==> config.mk <==
export PLATFORM = sky130hd
export DESIGN_NAME = imupm_lane
export DESIGN_NICKNAME = d
export VERILOG_FILES = /design/src/hw/rtl/imupm_pkg.sv /design/src/hw/rtl/imupm_lane.sv
export SDC_FILE = /design/constraint.sdc
export NUM_CORES = 1
export LEC_CHECK = 0
export BUFFER_PORTS_ARGS = -buffer_cell sky130_fd_sc_hd__buf_2
export CAP_MARGIN = 0
export CORE_ASPECT_RATIO = 0.5
export CORE_UTILIZATION = 60
export CTS_BUF_LIST = sky130_fd_sc_hd__clkbuf_16
export CTS_CLUSTER_DIAMETER = 80
export CTS_CLUSTER_SIZE = 8
export DETAILED_ROUTE_END_ITERATION = 6
export PLACE_DENSITY = 0.79
export SYNTH_ARGS = -nofsm -noshare
export SYNTH_HDL_FRONTEND = slang
export SYNTH_SLANG_ARGS = --single-unit
==> constraint.sdc <==
create_clock -name clk -period 23.2 [get_ports clk]
set_input_delay 3.48 -clock clk [delete_from_list [all_inputs] [get_ports clk]]
set_output_delay 3.48 -clock clk [all_outputs]
set_load 0.005 [all_outputs]
==> src/hw/rtl/imupm_pkg.sv <==
// ----------------------------------------------------------------------------
// imupm_pkg
// Shared types and constants of the IMU moving-average power monitor: the
// sequencer phases, the control bundle sent to the axis lanes and the
// configuration register map with its reset values.
// ----------------------------------------------------------------------------
package imupm_pkg;

  localparam int AXES      = 6;
  localparam int CFG_IDX_W = 8;
  localparam int CFG_DAT_W = 32;
  localparam int ALPHA_W   = 16;
  localparam int ALPHA_FRAC = 16;
  localparam int TOL_W     = 32;
  localparam int INTV_W    = 16;
  localparam int TICK_W    = 32;
  localparam int POWER_W   = 32;

  localparam logic [CFG_IDX_W-1:0] REG_EMA_ALPHA       = 8'd0;
  localparam logic [CFG_IDX_W-1:0] REG_POWER_TOLERANCE = 8'd1;
  localparam logic [CFG_IDX_W-1:0] REG_INTERVAL_MIN    = 8'd2;
  localparam logic [CFG_IDX_W-1:0] REG_INTERVAL_MAX    = 8'd3;

  localparam logic [ALPHA_W-1:0] EMA_ALPHA_RST       = 16'd1966;
  localparam logic [TOL_W-1:0]   POWER_TOLERANCE_RST = 32'd19661;
  localparam logic [INTV_W-1:0]  INTERVAL_MIN_RST    = 16'd9;
  localparam logic [INTV_W-1:0]  INTERVAL_MAX_RST    = 16'd11;

  // Lane axis order: gyro x, y, z then accel x, y, z.
  localparam int AX_GYRO_X  = 0;
  localparam int AX_GYRO_Y  = 1;
  localparam int AX_GYRO_Z  = 2;
  localparam int AX_ACCEL_X = 3;
  localparam int AX_ACCEL_Y = 4;
  localparam int AX_ACCEL_Z = 5;

  typedef enum logic [2:0] {
    PH_IDLE,
    PH_EMA,
    PH_RAW,
    PH_FILT,
    PH_SUM,
    PH_CMP
  } phase_t;

  typedef struct packed {
    phase_t phase;
    logic   load;
    logic   primed;
  } lane_ctl_t;

endpackage

==> src/hw/rtl/imupm_lane.sv <==
// ----------------------------------------------------------------------------
// imupm_lane
// One axis lane: holds the sample and the running mean of one axis and uses
// one shared multiplier for the smoothing product, the raw square and the
// filtered square in successive phases.
// ----------------------------------------------------------------------------
module imupm_lane #(
  parameter int SAMPLE_WIDTH = 16
) (
  input  logic                               clk,
  input  imupm_pkg::lane_ctl_t               ctl,
  input  logic signed [SAMPLE_WIDTH-1:0]     sample,
  input  logic [imupm_pkg::ALPHA_W-1:0]      alpha,
  output logic signed [SAMPLE_WIDTH-1:0]     mean,
  output logic [2*SAMPLE_WIDTH-1:0]          raw_sq,
  output logic [2*SAMPLE_WIDTH-1:0]          filt_sq
);

  localparam int SW  = SAMPLE_WIDTH;
  localparam int OW  = (SW + 1 > imupm_pkg::ALPHA_W + 1) ? SW + 1 : imupm_pkg::ALPHA_W + 1;
  localparam int PW  = 2 * OW;
  localparam int SQW = 2 * SW;

  logic signed [SW-1:0]  x_r;
  logic signed [SW-1:0]  mean_r;
  logic signed [SW-1:0]  mean_nxt;
  logic signed [PW-1:0]  prod_r;
  logic [SQW-1:0]        raw_sq_r;
  logic signed [OW-1:0]  x_ext;
  logic signed [OW-1:0]  mean_ext;
  logic signed [OW-1:0]  alpha_ext;
  logic signed [OW-1:0]  op_a;
  logic signed [OW-1:0]  op_b;
  logic signed [PW-1:0]  shifted;

  assign x_ext     = {{(OW-SW){x_r[SW-1]}}, x_r};
  assign mean_ext  = {{(OW-SW){mean_r[SW-1]}}, mean_r};
  assign alpha_ext = {{(OW-imupm_pkg::ALPHA_W){1'b0}}, alpha};
  assign shifted   = prod_r >>> imupm_pkg::ALPHA_FRAC;

  always_comb begin
    case (ctl.phase)
      imupm_pkg::PH_EMA: begin
        op_a = x_ext - mean_ext;
        op_b = alpha_ext;
      end
      imupm_pkg::PH_RAW: begin
        op_a = x_ext;
        op_b = x_ext;
      end
      default: begin
        op_a = mean_ext;
        op_b = mean_ext;
      end
    endcase
    if (ctl.primed) begin
      mean_nxt = mean_r + shifted[SW-1:0];
    end else begin
      mean_nxt = x_r;
    end
  end

  always_ff @(posedge clk) begin
    if (ctl.load) begin
      x_r <= sample;
    end
    if (ctl.phase == imupm_pkg::PH_RAW) begin
      mean_r <= mean_nxt;
    end
    if (ctl.phase == imupm_pkg::PH_FILT) begin
      raw_sq_r <= prod_r[SQW-1:0];
    end
    if (ctl.phase == imupm_pkg::PH_EMA || ctl.phase == imupm_pkg::PH_RAW ||
        ctl.phase == imupm_pkg::PH_FILT) begin
      prod_r <= op_a * op_b;
    end
  end

  assign mean    = mean_r;
  assign raw_sq  = raw_sq_r;
  assign filt_sq = prod_r[SQW-1:0];

endmodule

### After elaboration in Yosys (flattened, before gate mapping)

Cells that the tools add are included.

| word-level totals | value |
|---|---|
| flip-flop bits (word level) | 96 |
| input port bits | 38 |
| output and inout bits | 80 |
| logic and storage cells | 15 |

| cells by class | value |
|---|---|
| add/sub/neg operators | 2 |
| multipliers | 1 |
| equality and inequality tests | 3 |
| muxes and demuxes | 3 |
| reduce and logical (&&, ||, !) cells | 2 |

Operators with widths:

| operator | number |
|---|---|
| $pmux W17 S2 | 2 |
| $mul A17 B17 Y32 | 1 |
| $sub A16 B16 Y17 | 1 |
| $add A16 B16 Y16 | 1 |
| $mux W16 | 1 |
| $eq A3 B2 Y1 const B | 2 |
| $eq A3 B1 Y1 const B | 1 |
| $logic_or A1 B1 Y1 | 2 |

### Longest topological paths before layout

| depth | value |
|---|---|
| depth in word-level cells | 3 |
| gate-level depth with buffers | 34 |
| depth with buffers taken out | 33 |

### Worst setup path after synthesis

Ideal clock, no wire load.

| path | value |
|---|---|
| path type | in2reg |
| from | input ctl[4] (netlist bit) |
| to | register prod_r[29] (data pin) |
| setup time | 0.180 ns |
| arrival | 10.522 ns |
| data required time | 23.020 ns |
| setup slack | 12.498 ns |
| stages on the path | 27 |
| buffers on the path | 3 |
| cell sequence | nor3b_2 -> clkbuf_1 -> a22oi_1 -> o21ai_1 -> clkbuf_1 -> nand2_1 -> fa_1 -> inv_1 -> fa_1 -> inv_1 -> fa_1 -> inv_1 -> fa_1 -> fa_1 -> inv_1 -> fa_1 -> inv_1 -> ha_1 -> clkbuf_1 -> a21o_1 -> a21oi_1 -> o221ai_1 -> a21oi_4 -> a311oi_4 -> o31ai_4 -> or4b_1 -> o311ai_1 |

| on the way | value |
|---|---|
| cells in the longest elaborated chain, start to end | 3 |
| elaborated cells between the ends (all ways) | 5 |
| classes of those cells | mul (1); eq/ne (2); mux (2) |

Ends and longest elaborated chain:

| element | RTL line | text |
|---|---|---|
| start, declared | imupm_lane.sv:11 | `input imupm_pkg::lane_ctl_t ctl,` |
| $eq A3 B2 Y1 / $eq A3 B1 Y1 (equally long branches) | imupm_lane.sv:42 | `case (ctl.phase)` |
| $pmux W17 S2 | imupm_lane.sv:42 |  |
| $mul A17 B17 Y32 (*) | imupm_lane.sv:75 | `prod_r <= op_a * op_b;` |
| end signal, assigned | imupm_lane.sv:75 |  |
| end, declared | imupm_lane.sv:27 | `logic signed [PW-1:0] prod_r;` |

Every way passes the cells marked *; elsewhere a longest branch is shown, timed or not.
A chain may end at the register's enable or synchronous reset.

### Worst setup path after layout

| path | value |
|---|---|
| from | input ctl[4] (netlist bit) |
| to | register prod_r[28] (data pin) |

The elaborated chain is that of the path after synthesis.

==> results.md <==
* Tmin final at 11.69 ns
* Synth Area in XOR/XNOR at 0.03032
* Clk_lat worst skew at 0.37 ns
* Setup TNS at 0 ns
* Ys async rst share at 0
* Synth Warn # at 0
* Crit. End Element: flop
* Buffers added on ports at 117
* Cell Area, Placed at 17,180 sq um
* TritonRoute pass-1 iters at 7
* Non-filler cells in the finished layout at 2,165
* Placement Setup Slack at 11.37 ns
* Synth Area in Compound Gates at 0.1311
* First-pass GRT wire length at 72.80 mm
* Post-synthesis cell count at 1,713
* MaxCap Viol Count at 0
* Post-Synthesis Cell Area at 16,180 sq um
* Rows at 42
* Antenna diodes at 0
* I/O pins at 118
* Post-CTS Setup Bufs at 0
* Layout area overhead at 8.176%
* Worst hold start: prod_r[7]
* GRT Overall Usage at 0.3527
* Failing checks: design-rule violations
* Post-DP HPWL at 36.96 mm
* Vias per inst at 5.952
* Vias in the first global route at 13.17k
* Worst min path class: flop to flop
* Most frequent cells in the layout: inv_1 (383), fa_1 (279), nor2_1 (181)
* Clock root cell: clkbuf_16
* CTS tree: done
* RSZ-0062 raised after global routing: false
* Synth Flop Type: edfxtp_1
* Endpoints failing hold at 0
* WP data arrival at 11.92 ns
* Syn Area/Cell at 9.443 sq um
* DRT iter0 DRCs at 1,143
* Routed wire length at 46.06 mm
* Largest net degree at the start of global routing at 44
* Post-Synth Simple-Gate Area at 0.1162
* DR vias at 12.89k
* DIE WIDTH at 234.2 um
* Clock sinks at 96
* Design area at 17,500 sq um
* Status: complete, but fails checks
* Dominant combinational cell family by area after synthesis: adder cells
* Seq/Total Area, Yosys at 0.1782
* Total gr overflow at 0
* Post_cts resized at 0
* Slew headroom at 0.2448
* Seq cells post-synth at 96
* Tcrit/Tclk final at 0.5037
* WP data required at 23.43 ns
* Starting density of the core at 0.6119
* Final Max Tran Viols at 0
* Most common cell after layout, fill and taps aside: inv_1
* Num CTS Buffers at 9
* Die Ht at 118.1 um
* Hold buffers post-CTS at 0
* Initial antenna violation count at 0
* Max Buffers Root-to-Sink at 2
* DR WL/cell at 21.27 um
* CP startpoint: ctl[4]
* Crit Path Max Fanout at 43
* Core box area at 26,430 sq um
* Setup violators final at 0
* Synth unique cells at 84
* Mapped Nets at 2,145
* Post-synth EDFFs at 96
* Post-route DRC at 3
* DIE AREA at 27,660 sq um
* Multiplexer share of the synthesized area at 0.006884
* Skew final at 0.01032 ns
* Reg clk slew, reported paths at 0.08 ns
* CTS H-Tree Depth at 3
* Post-layout nets at 2,240
* Placed Cells at 2,149
* RD Place Congestion at 1.038
* Layout cells sized above 1 at 0.1098
* Routed Antenna Nets at 0
* Adder-Cell Fraction of Synth Area at 0.4349
* Worst Setup Path Type: input port to flop
* Max frequency at 85.58 MHz
* R2R Path Start: x_r[0]
* Slew @ Worst Pin at 1.123 ns
* Setup ws final at 11.51 ns
* Worst setup SP type: input port
worst paths after layout:
path | to | slack (ns) | depth (start not counted)
max | prod_r[28] | 11.51 | 28
min | raw_sq[7] | 0.45 | 0
max reg2reg | prod_r[29] | 13.76 | 31
min reg2reg | raw_sq[7] | 0.45 | 0
cell usage after synthesis (10+ instances only):
| cell | count | share of area |
|---|---|---|
| fa_1 | 279 | 0.35 |
| xor2_1 | 17 | 0.0092 |
| clkbuf_1 | 47 | 0.011 |
| o21ai_0 | 33 | 0.010 |
| xnor2_1 | 39 | 0.021 |
| ha_1 | 115 | 0.089 |
| o211ai_1 | 11 | 0.0051 |
| o21ai_1 | 19 | 0.0059 |
| edfxtp_1 | 96 | 0.18 |
| o31ai_1 | 14 | 0.0065 |
| inv_1 | 383 | 0.089 |
| o21a_1 | 15 | 0.0070 |
| nand2_1 | 143 | 0.033 |
| nor2_1 | 183 | 0.042 |
| a31oi_1 | 13 | 0.0050 |
| a21o_1 | 16 | 0.0074 |
| nor3_1 | 19 | 0.0059 |
| and2_1 | 19 | 0.0073 |
| a21oi_1 | 68 | 0.021 |
| a221oi_1 | 13 | 0.0070 |
| nor4_1 | 10 | 0.0039 |
registers in the layout (all words and copies together) (netlist names):
| signal | count |
|---|---|
| prod_r | 32 |
| raw_sq | 32 |
| mean | 16 |
| x_r | 16 |
routing by layer:
| layer | global-route usage | routed length (um) | share of wire | vias to the layer above |
|---|---|---|---|---|
| li1 | - | - | - | 5707 |
| met1 | 0.4863 | 18560 | 0.40 | 6317 |
| met2 | 0.5310 | 20590 | 0.45 | 747 |
| met3 | 0.1056 | 5344 | 0.12 | 114 |
| met4 | 0.1173 | 1549 | 0.034 | 2 |
| met5 | 0.01287 | 6 | 0.00013 | - |
logic make-up after synthesis:
kind of cell	after synthesis
AO/OA/AOI/OAI	290
XOR/XNOR	56
adder cells (fa/ha/maj)	395
buffers and inverters	439
flip-flops	96
multiplexers	10
AND/OR/NAND/NOR	427
cell type report:
cell class / instances / area (sq um)
tap: 352 / 440.4
multi-input combinational: 1178 / 11660
timing repair buffer: 139 / 750.7
sequential: 96 / 2883
clock buffer: 9 / 225.2
inverter: 384 / 1441
clock inverter: 7 / 95.09
fill: 2096 / 8935
metrics by stage:
| stage | util | hold slack, ns |
|---|---|---|
| global route | 0.6620 | 0.4622 |
| detailed placement | 0.6499 | 0.4281 |
| CTS | 0.6620 | 0.4463 |
| finish | 0.6620 | 0.4459 |
| global placement | 0.6499 | 0.4295 |
| floorplan | - | 0.4521 |
worst max-delay path, cell delays in order:
cell	delay, ns
buf_2	0.16
nor3b_4	0.20
buf_4	0.46
or2_1	0.17
buf_4	0.23
o21ai_1	0.09
buf_4	0.21
inv_1	0.50
nand2_1	0.44
nand2_1	0.23
inv_1	0.11
fa_1	0.51
inv_1	0.05
fa_1	0.49
fa_1	0.52
inv_1	0.06
fa_1	0.49
fa_1	0.49
inv_1	0.06
fa_1	0.47
inv_1	0.04
ha_1	0.35
a2111o_1	0.49
o41a_1	0.47
a31oi_2	0.39
o31ai_2	0.20
or4_1	0.42
nand3_1	0.10
Power is left out: the tool's default activity adds up to more than one toggle a clock period on the data nets, which glitch-free logic cannot reach.
