$ cat config.mk
export PLATFORM = sky130hd
export DESIGN_NAME = imupm_merge
export DESIGN_NICKNAME = d
export VERILOG_FILES = /design/src/hw/rtl/imupm_pkg.sv /design/src/hw/rtl/imupm_merge.sv
export SDC_FILE = /design/constraint.sdc
export NUM_CORES = 1
export LEC_CHECK = 0
export BUFFER_PORTS_ARGS = -buffer_cell sky130_fd_sc_hd__clkbuf_2
export CAP_MARGIN = 20
export CORE_ASPECT_RATIO = 2
export CORE_UTILIZATION = 50
export DETAILED_ROUTE_END_ITERATION = 7
export PLACE_DENSITY_LB_ADDON = 0.1
export SYNTH_ARGS = -nofsm -noshare
export SYNTH_HDL_FRONTEND = slang
export SYNTH_SLANG_ARGS = --single-unit
$ cat constraint.sdc
create_clock -name clk -period 19.3 [get_ports clk]
set_input_delay 3.86 -clock clk [delete_from_list [all_inputs] [get_ports clk]]
set_output_delay 3.86 -clock clk [all_outputs]
set_load 0.005 [all_outputs]
$ cat src/hw/rtl/imupm_pkg.sv
// ----------------------------------------------------------------------------
// imupm_pkg
// Shared types and constants of the IMU moving-average power monitor: the
// sequencer phases, the control bundle sent to the axis lanes and the
// configuration register map with its reset values.
// ----------------------------------------------------------------------------
package imupm_pkg;

  localparam int AXES      = 6;
  localparam int CFG_IDX_W = 8;
  localparam int CFG_DAT_W = 32;
  localparam int ALPHA_W   = 16;
  localparam int ALPHA_FRAC = 16;
  localparam int TOL_W     = 32;
  localparam int INTV_W    = 16;
  localparam int TICK_W    = 32;
  localparam int POWER_W   = 32;

  localparam logic [CFG_IDX_W-1:0] REG_EMA_ALPHA       = 8'd0;
  localparam logic [CFG_IDX_W-1:0] REG_POWER_TOLERANCE = 8'd1;
  localparam logic [CFG_IDX_W-1:0] REG_INTERVAL_MIN    = 8'd2;
  localparam logic [CFG_IDX_W-1:0] REG_INTERVAL_MAX    = 8'd3;

  localparam logic [ALPHA_W-1:0] EMA_ALPHA_RST       = 16'd1966;
  localparam logic [TOL_W-1:0]   POWER_TOLERANCE_RST = 32'd19661;
  localparam logic [INTV_W-1:0]  INTERVAL_MIN_RST    = 16'd9;
  localparam logic [INTV_W-1:0]  INTERVAL_MAX_RST    = 16'd11;

  // Lane axis order: gyro x, y, z then accel x, y, z.
  localparam int AX_GYRO_X  = 0;
  localparam int AX_GYRO_Y  = 1;
  localparam int AX_GYRO_Z  = 2;
  localparam int AX_ACCEL_X = 3;
  localparam int AX_ACCEL_Y = 4;
  localparam int AX_ACCEL_Z = 5;

  typedef enum logic [2:0] {
    PH_IDLE,
    PH_EMA,
    PH_RAW,
    PH_FILT,
    PH_SUM,
    PH_CMP
  } phase_t;

  typedef struct packed {
    phase_t phase;
    logic   load;
    logic   primed;
  } lane_ctl_t;

endpackage

$ cat src/hw/rtl/imupm_merge.sv
// ----------------------------------------------------------------------------
// imupm_merge
// Merging stage: adds the squares of the three axes of each sensor, then
// saturates the filtered power and compares raw against filtered power.
// ----------------------------------------------------------------------------
module imupm_merge #(
  parameter int SAMPLE_WIDTH = 16
) (
  input  logic                             clk,
  input  imupm_pkg::phase_t                phase,
  input  logic [2*SAMPLE_WIDTH-1:0]        raw_sq  [imupm_pkg::AXES],
  input  logic [2*SAMPLE_WIDTH-1:0]        filt_sq [imupm_pkg::AXES],
  input  logic [imupm_pkg::TOL_W-1:0]      tolerance,
  output logic [imupm_pkg::POWER_W-1:0]    accel_power,
  output logic [imupm_pkg::POWER_W-1:0]    gyro_power,
  output logic                             accel_error,
  output logic                             gyro_error
);

  localparam int SQW  = 2 * SAMPLE_WIDTH;
  localparam int SUMW = SQW + 2;
  localparam int EXTW = (SUMW > imupm_pkg::POWER_W + 1) ? SUMW : imupm_pkg::POWER_W + 1;

  logic [SUMW-1:0] raw_g_r;
  logic [SUMW-1:0] raw_a_r;
  logic [SUMW-1:0] filt_g_r;
  logic [SUMW-1:0] filt_a_r;
  logic [EXTW-1:0] raw_g_ext;
  logic [EXTW-1:0] raw_a_ext;
  logic [EXTW-1:0] filt_g_ext;
  logic [EXTW-1:0] filt_a_ext;
  logic [EXTW-1:0] diff_g;
  logic [EXTW-1:0] diff_a;
  logic [EXTW-1:0] tol_ext;
  logic [EXTW-1:0] pmax_ext;

  always_ff @(posedge clk) begin
    if (phase == imupm_pkg::PH_SUM) begin
      raw_g_r  <= SUMW'(raw_sq[imupm_pkg::AX_GYRO_X]) + SUMW'(raw_sq[imupm_pkg::AX_GYRO_Y])
                  + SUMW'(raw_sq[imupm_pkg::AX_GYRO_Z]);
      raw_a_r  <= SUMW'(raw_sq[imupm_pkg::AX_ACCEL_X]) + SUMW'(raw_sq[imupm_pkg::AX_ACCEL_Y])
                  + SUMW'(raw_sq[imupm_pkg::AX_ACCEL_Z]);
      filt_g_r <= SUMW'(filt_sq[imupm_pkg::AX_GYRO_X]) + SUMW'(filt_sq[imupm_pkg::AX_GYRO_Y])
                  + SUMW'(filt_sq[imupm_pkg::AX_GYRO_Z]);
      filt_a_r <= SUMW'(filt_sq[imupm_pkg::AX_ACCEL_X])
                  + SUMW'(filt_sq[imupm_pkg::AX_ACCEL_Y])
                  + SUMW'(filt_sq[imupm_pkg::AX_ACCEL_Z]);
    end
  end

  always_comb begin
    raw_g_ext  = EXTW'(raw_g_r);
    raw_a_ext  = EXTW'(raw_a_r);
    filt_g_ext = EXTW'(filt_g_r);
    filt_a_ext = EXTW'(filt_a_r);
    tol_ext    = EXTW'(tolerance);
    pmax_ext   = EXTW'({imupm_pkg::POWER_W{1'b1}});
    diff_g = (raw_g_ext > filt_g_ext) ? raw_g_ext - filt_g_ext : filt_g_ext - raw_g_ext;
    diff_a = (raw_a_ext > filt_a_ext) ? raw_a_ext - filt_a_ext : filt_a_ext - raw_a_ext;
    gyro_error  = diff_g > tol_ext;
    accel_error = diff_a > tol_ext;
    gyro_power  = (filt_g_ext > pmax_ext) ? {imupm_pkg::POWER_W{1'b1}}
                                          : filt_g_ext[imupm_pkg::POWER_W-1:0];
    accel_power = (filt_a_ext > pmax_ext) ? {imupm_pkg::POWER_W{1'b1}}
                                          : filt_a_ext[imupm_pkg::POWER_W-1:0];
  end

endmodule

### Yosys cells after proc, flatten, opt, wreduce, memory -nomap -nowiden

Cells that the tools add are included.

* flip-flop bits (word level): 136
* bits in latches: 0
* ROM bits: 0
* memories kept: 0
* word-level logic and storage cells: 27
* output and inout port bits: 66
* bits in writable memories: 0
* input bits: 420

* add/subtract/negate cells: 12
* bitwise operators: 0
* mux-type cells: 4
* div/mod/pow operators: 0
* order comparisons: 6
* $mul: 0
* shift-type cells: 0
* equal/unequal tests: 1
* reductions and logical operators: 0

Operators by type and width (count)
* adder 33 x 32 -> 34 bit: 4
* subtractor 34 bit: 4
* adder 32 x 32 -> 33 bit: 4
* > comparator 34 x 32 -> 1 bit: 2
* > comparator 34 x 32 -> 1 bit, second input constant: 2
* > comparator 34 bit: 2
* two-way mux 34 bit: 2
* two-way mux 32 bit: 2
* == test 3 bit, second input constant: 1

### Depth between registers and ports, before layout

* depth in word-level cells: 3
* gate-level depth with buffers: 27
* depth with buffers taken out: 24

### Worst setup path after synthesis

OpenSTA, ideal clock, no wires.

* path kind: in2reg
* start point: input port phase[1]
* end point: register filt_a_r[0], in the netlist filt_a_ext[0], enable pin
* path buffers: 0
* cell stages on the path: 1
* path slack: 4736 ps
* data arrival time: 13735 ps
* cell sequence: nor3b_1

* cells in the longest elaborated chain, start to end: 1

Ends and longest elaborated chain
* from (decl): RTL line imupm_merge.sv:10 `input imupm_pkg::phase_t phase,`
* == test 3 bit: RTL line imupm_merge.sv:38 `if (phase == imupm_pkg::PH_SUM) begin`
* to (signal assigned): RTL line imupm_merge.sv:45 `filt_a_r <= SUMW'(filt_sq[imupm_pkg::AX_ACCEL_X])`
* to (decl): RTL line imupm_merge.sv:27 `logic [SUMW-1:0] filt_a_r;`

No other way between the ends.
A chain may end at the register's enable or synchronous reset.

### Final worst setup path

* start point: register filt_g_r[7], in the netlist filt_g_ext[7]
* end point: output port gyro_error

* cells in the longest elaborated chain, start to end: 3
* elaborated cells between the ends (all ways): 5
* classes of those cells: add/sub (2); order compare (2); mux (1)

Ends and longest elaborated chain
* from (decl): RTL line imupm_merge.sv:26 `logic [SUMW-1:0] filt_g_r;`
* from (signal assigned): RTL line imupm_merge.sv:43 `filt_g_r <= SUMW'(filt_sq[imupm_pkg::AX_GYRO_X]) + SUMW'(filt_sq[imupm_pkg::AX_GYRO_Y])`
* subtractor 34 bit or > comparator 34 bit (tied branches): RTL line imupm_merge.sv:58 `diff_g = (raw_g_ext > filt_g_ext) ? raw_g_ext - filt_g_ext : filt_g_ext - raw_g_ext;`
* two-way mux 34 bit *: RTL line imupm_merge.sv:58
* > comparator 34 x 32 -> 1 bit *: RTL line imupm_merge.sv:60 `gyro_error = diff_g > tol_ext;`
* to (decl): RTL line imupm_merge.sv:17 `output logic gyro_error`

Every way passes the cells marked *; elsewhere a longest branch is shown, timed or not.

==> metrics list <==
* Die W: 151 um
- The worst hold path was traced through 3 stages.
* Avg Synthesized Cell Area: 8.74 sq um
- Timing would allow up to 0.0961 GHz.
* Clock net sink count: 136
* Wire length of the first global-routing pass: 110000 um
- Cells taking the most area after synthesis: edfxtp_1, ha_1, fa_1
- # nets final: 3857
- Routed met3 length: 2690 um
- Kind of end point of the critical path: primary output
- Total instance count after detailed placement: 3509
* CTS tree: yes
* Time the final worst path needs with I/O delays and setup: 10.41 ns
* Number of instances in the synthesized netlist: 2540
* Layout overhead on the synthesized area: 15.5%
* Pin count of the biggest net entering global routing: 137
- Cell-by-cell trace of the critical path: ha_1 -> a41oi_1 -> o21a_1 -> a221oi_1 -> o21ai_1 -> a21oi_1 -> nand2b_2 -> buf_4 -> mux2_2 -> a22oi_1 -> a21oi_1 -> xor2_1 -> ha_1 -> a21o_1 -> a21o_1 -> a21oi_1 -> nor2_1 -> a211oi_1 -> o31ai_1 -> a211oi_1 -> o22ai_1 -> clkbuf_2
* Layout Utilization: 0.587
- End of the worst hold path: filt_g_ext[1]
- Share of post-route cells with drive strength above 1: 0.185
- Required time worst endpoint: 15.44 ns
- The tightest min-delay check is of the in -> reg type.
- The number of clock buffers added by TritonCTS is 17.
- Headroom to the max-slew limit: 0.310
- Metal-1 WL: 24800 um
* Fraction of the yosys area taken by sequential cells: 0.184
- At the worst endpoint, the arrival time is 6.55 ns.
* Placed wire-length estimate after detailed placement: 61900 um
* WL per Instance: 20.4 um
- In this run the top signal layer used is met5.
* Vias in the first global route: 21800
* Final Hold Violating Endpoints: 0
- Total leakage power: 0.0125 uW
* Total count of max-transition violations in the final report: 0
- After detailed placement, the total cell area comes to 25000 sq um.
- Across the whole layout, storage elements account for 4080 sq um.
- Slew at the pin closest to its max-slew limit: 1.03 ns
- Post-CTS setup buffer count: 0
* Library cells used by synthesis: 86
* Total routed wirelength: 72300 um
- RD Place Congestion: 0.966
- Before antenna repair, the detailed router went through 5 iterations.
- CTS HTree Levels: 4
- Clock input transition at the sequential cells of the worst setup and hold paths: 0.06 ns
- Proportion of netlist area held by the largest area contributor: 0.184
- On the critical path, the stage with the largest delay is an instance of a221oi_1.
- In this run, synthesis inferred 136 flip-flops with an integrated enable.
- Largest voltage drop on the vdd net: 0.0000677 V
- Number of top-level pins: 486
* Critical-path maximum fanout: 28
- # DRC: 0
* List of most frequent post-synthesis cells: ha_1, inv_1, a21oi_1, a21o_1
- After floorplanning, the core was divided into 108 placement rows.
- Post-Syn Nets: 3418
* Result of the run: complete, no violations
- From bottom edge to top edge, the die measures 300 um.
- Hold Path Origin: filt_sq[161]
* Vias: 20800
- Cell Count, Final, Fillers Out: 3541
* Most used cell along the critical path: a21oi_1
- In the routed layout, each cell is associated on average with a via count of 5.88.
- Power spread over the standard cell area amounts to 82.0 nW/um^2.
- Summed over all failing endpoints, the final setup total negative slack is 0 ns.
- Most used standard cell by instance count after synthesis: ha_1
- Yosys printed 0 warnings.
- Count of filler cells inserted in the layout: 4004
- The die covers 45300 sq um.
- Post-synthesis register bit count: 136
- In this run the standard cell core region covers 43600 sq um.
- Ys async rst share: 0
* Count of endpoints failing setup in the final report: 0
- In this run the cell area of the synthesized design comes to 22200 sq um.
* Unrepaired setup endpoints after global routing: no
- Count of input and output buffers: 485
- The initial utilization of the core area, before any placement, comes to 0.509.
- For this run, the total global-route usage over all layers was measured as 0.319.
- The number of antenna violations at the first check in global routing is 1.
- For this design, the CTS-stage hold fixing added 0 buffers.
- Across the run, the number of max-cap violations was 0.
* Total congestion overflow after global routing: 0
- The multi-input combinational cells in the finished layout cover a total of 16700 sq um.
* Most used flip-flop cell after synthesis: edfxtp_1
- Dividing the final minimum period by the clock period gives 0.539.
- Worst stage delay on the critical path: 0.66 ns
- In this run the remaining antenna-violating nets after routing total 0.
- The longest clock path from root to sink contains 2 buffers.
- Post-synthesis cell type with the largest combined area: edfxtp_1
- Post-CTS repair changed the size of 0 cells.
- Root cell of the clock tree: clkbuf_16
- Number of antenna diodes: 0
- The worst setup path is launched from a register.
* Post-route design area: 25600 sq um
- The first routing iteration left 864 violations.
- Wire length on met2: 39500 um
- The critical path is of the reg -> out type.
cell families after synthesis:
| group | synth area share |
|---|---|
| fa+ha+maj | 0.304 |
| buf+inv | 0.0658 |
| compound gates | 0.232 |
| xor+xnor | 0.0643 |
| mux | 0.0160 |
| simple gates | 0.134 |
| flops | 0.184 |
where the power goes:
part	internal (uW)	switching, uW	leakage (uW)
Combinational	542	781	0.0110
Sequential	394	18.6	0.00125
Clock	228	137	0.000308
Total	1160	937	0.0125
per-stage QoR:
stage	hold WS, ns	worst slack [ns]	power [uW]
2_1_floorplan	4.21	4.74	1350
3_3_place_gp	4.32	8.96	1700
3_5_place_dp	4.34	8.97	1720
4_1_cts	3.85	8.96	2090
5_1_grt	3.88	8.68	2250
6_report	3.87	8.89	2100
worst max path at each step:
stage	end	slack [ns]	depth (start not counted)	startpoint
global route	gyro_error	8.68	22	filt_g_ext[7]
finish	gyro_error	8.89	22	filt_g_ext[7]
global placement	accel_error	8.96	14	tolerance[3]
floorplan	filt_a_ext[0]	4.74	1	phase[1]
CTS	accel_error	8.96	14	tolerance[3]
detailed placement	accel_error	8.97	14	tolerance[3]
layer usage:
layer  vias up  GRT usage
li1      10000          -
met1      9849      0.298
met2       735      0.628
met3       211     0.0287
met4         2      0.223
met5         -          0
layout make-up:
| class | count | share of cell area |
|---|---|---|
| Multi-Input combinational cell | 2055 | 0.650 |
| Sequential cell | 136 | 0.159 |
| Timing Repair Buffer | 492 | 0.0988 |
| Inverter | 277 | 0.0406 |
| Tap cell | 550 | 0.0268 |
| Clock buffer | 18 | 0.0167 |
| Clock inverter | 13 | 0.00791 |
sequential cells by signal, summed over array words and instances, names as in the netlist:
signal      cells
filt_a_ext     34
filt_g_ext     34
raw_a_ext      34
raw_g_ext      34
worst max-delay path: cells and delay by family, from the launching register on:
family	cells	cell delay [ns]
AOI/OAI and AO/OA	14	3.15
adders and majority gates	2	0.75
buffers and inverters	2	0.60
and+or+nand+nor	2	0.56
DFF	1	0.44
muxes	1	0.38
xor gates and xnor gates	1	0.21
layout by cell type (no fill, tap or decap), types with 32 or more instances in the layout:
| cell | count |
|---|---|
| o21bai_1 | 39 |
| o21ai_0 | 126 |
| nor3_1 | 46 |
| nor2_1 | 130 |
| a31oi_1 | 32 |
| a21o_1 | 159 |
| edfxtp_1 | 136 |
| inv_1 | 275 |
| nand2_1 | 133 |
| nor2b_1 | 32 |
| xor2_1 | 55 |
| mux2i_1 | 32 |
| fa_1 | 136 |
| clkbuf_2 | 485 |
| a21oi_1 | 247 |
| nand4_1 | 43 |
| ha_1 | 322 |
| nand3_1 | 109 |
| xnor2_1 | 108 |
Note: power is estimated with default switching activity, not from simulation.
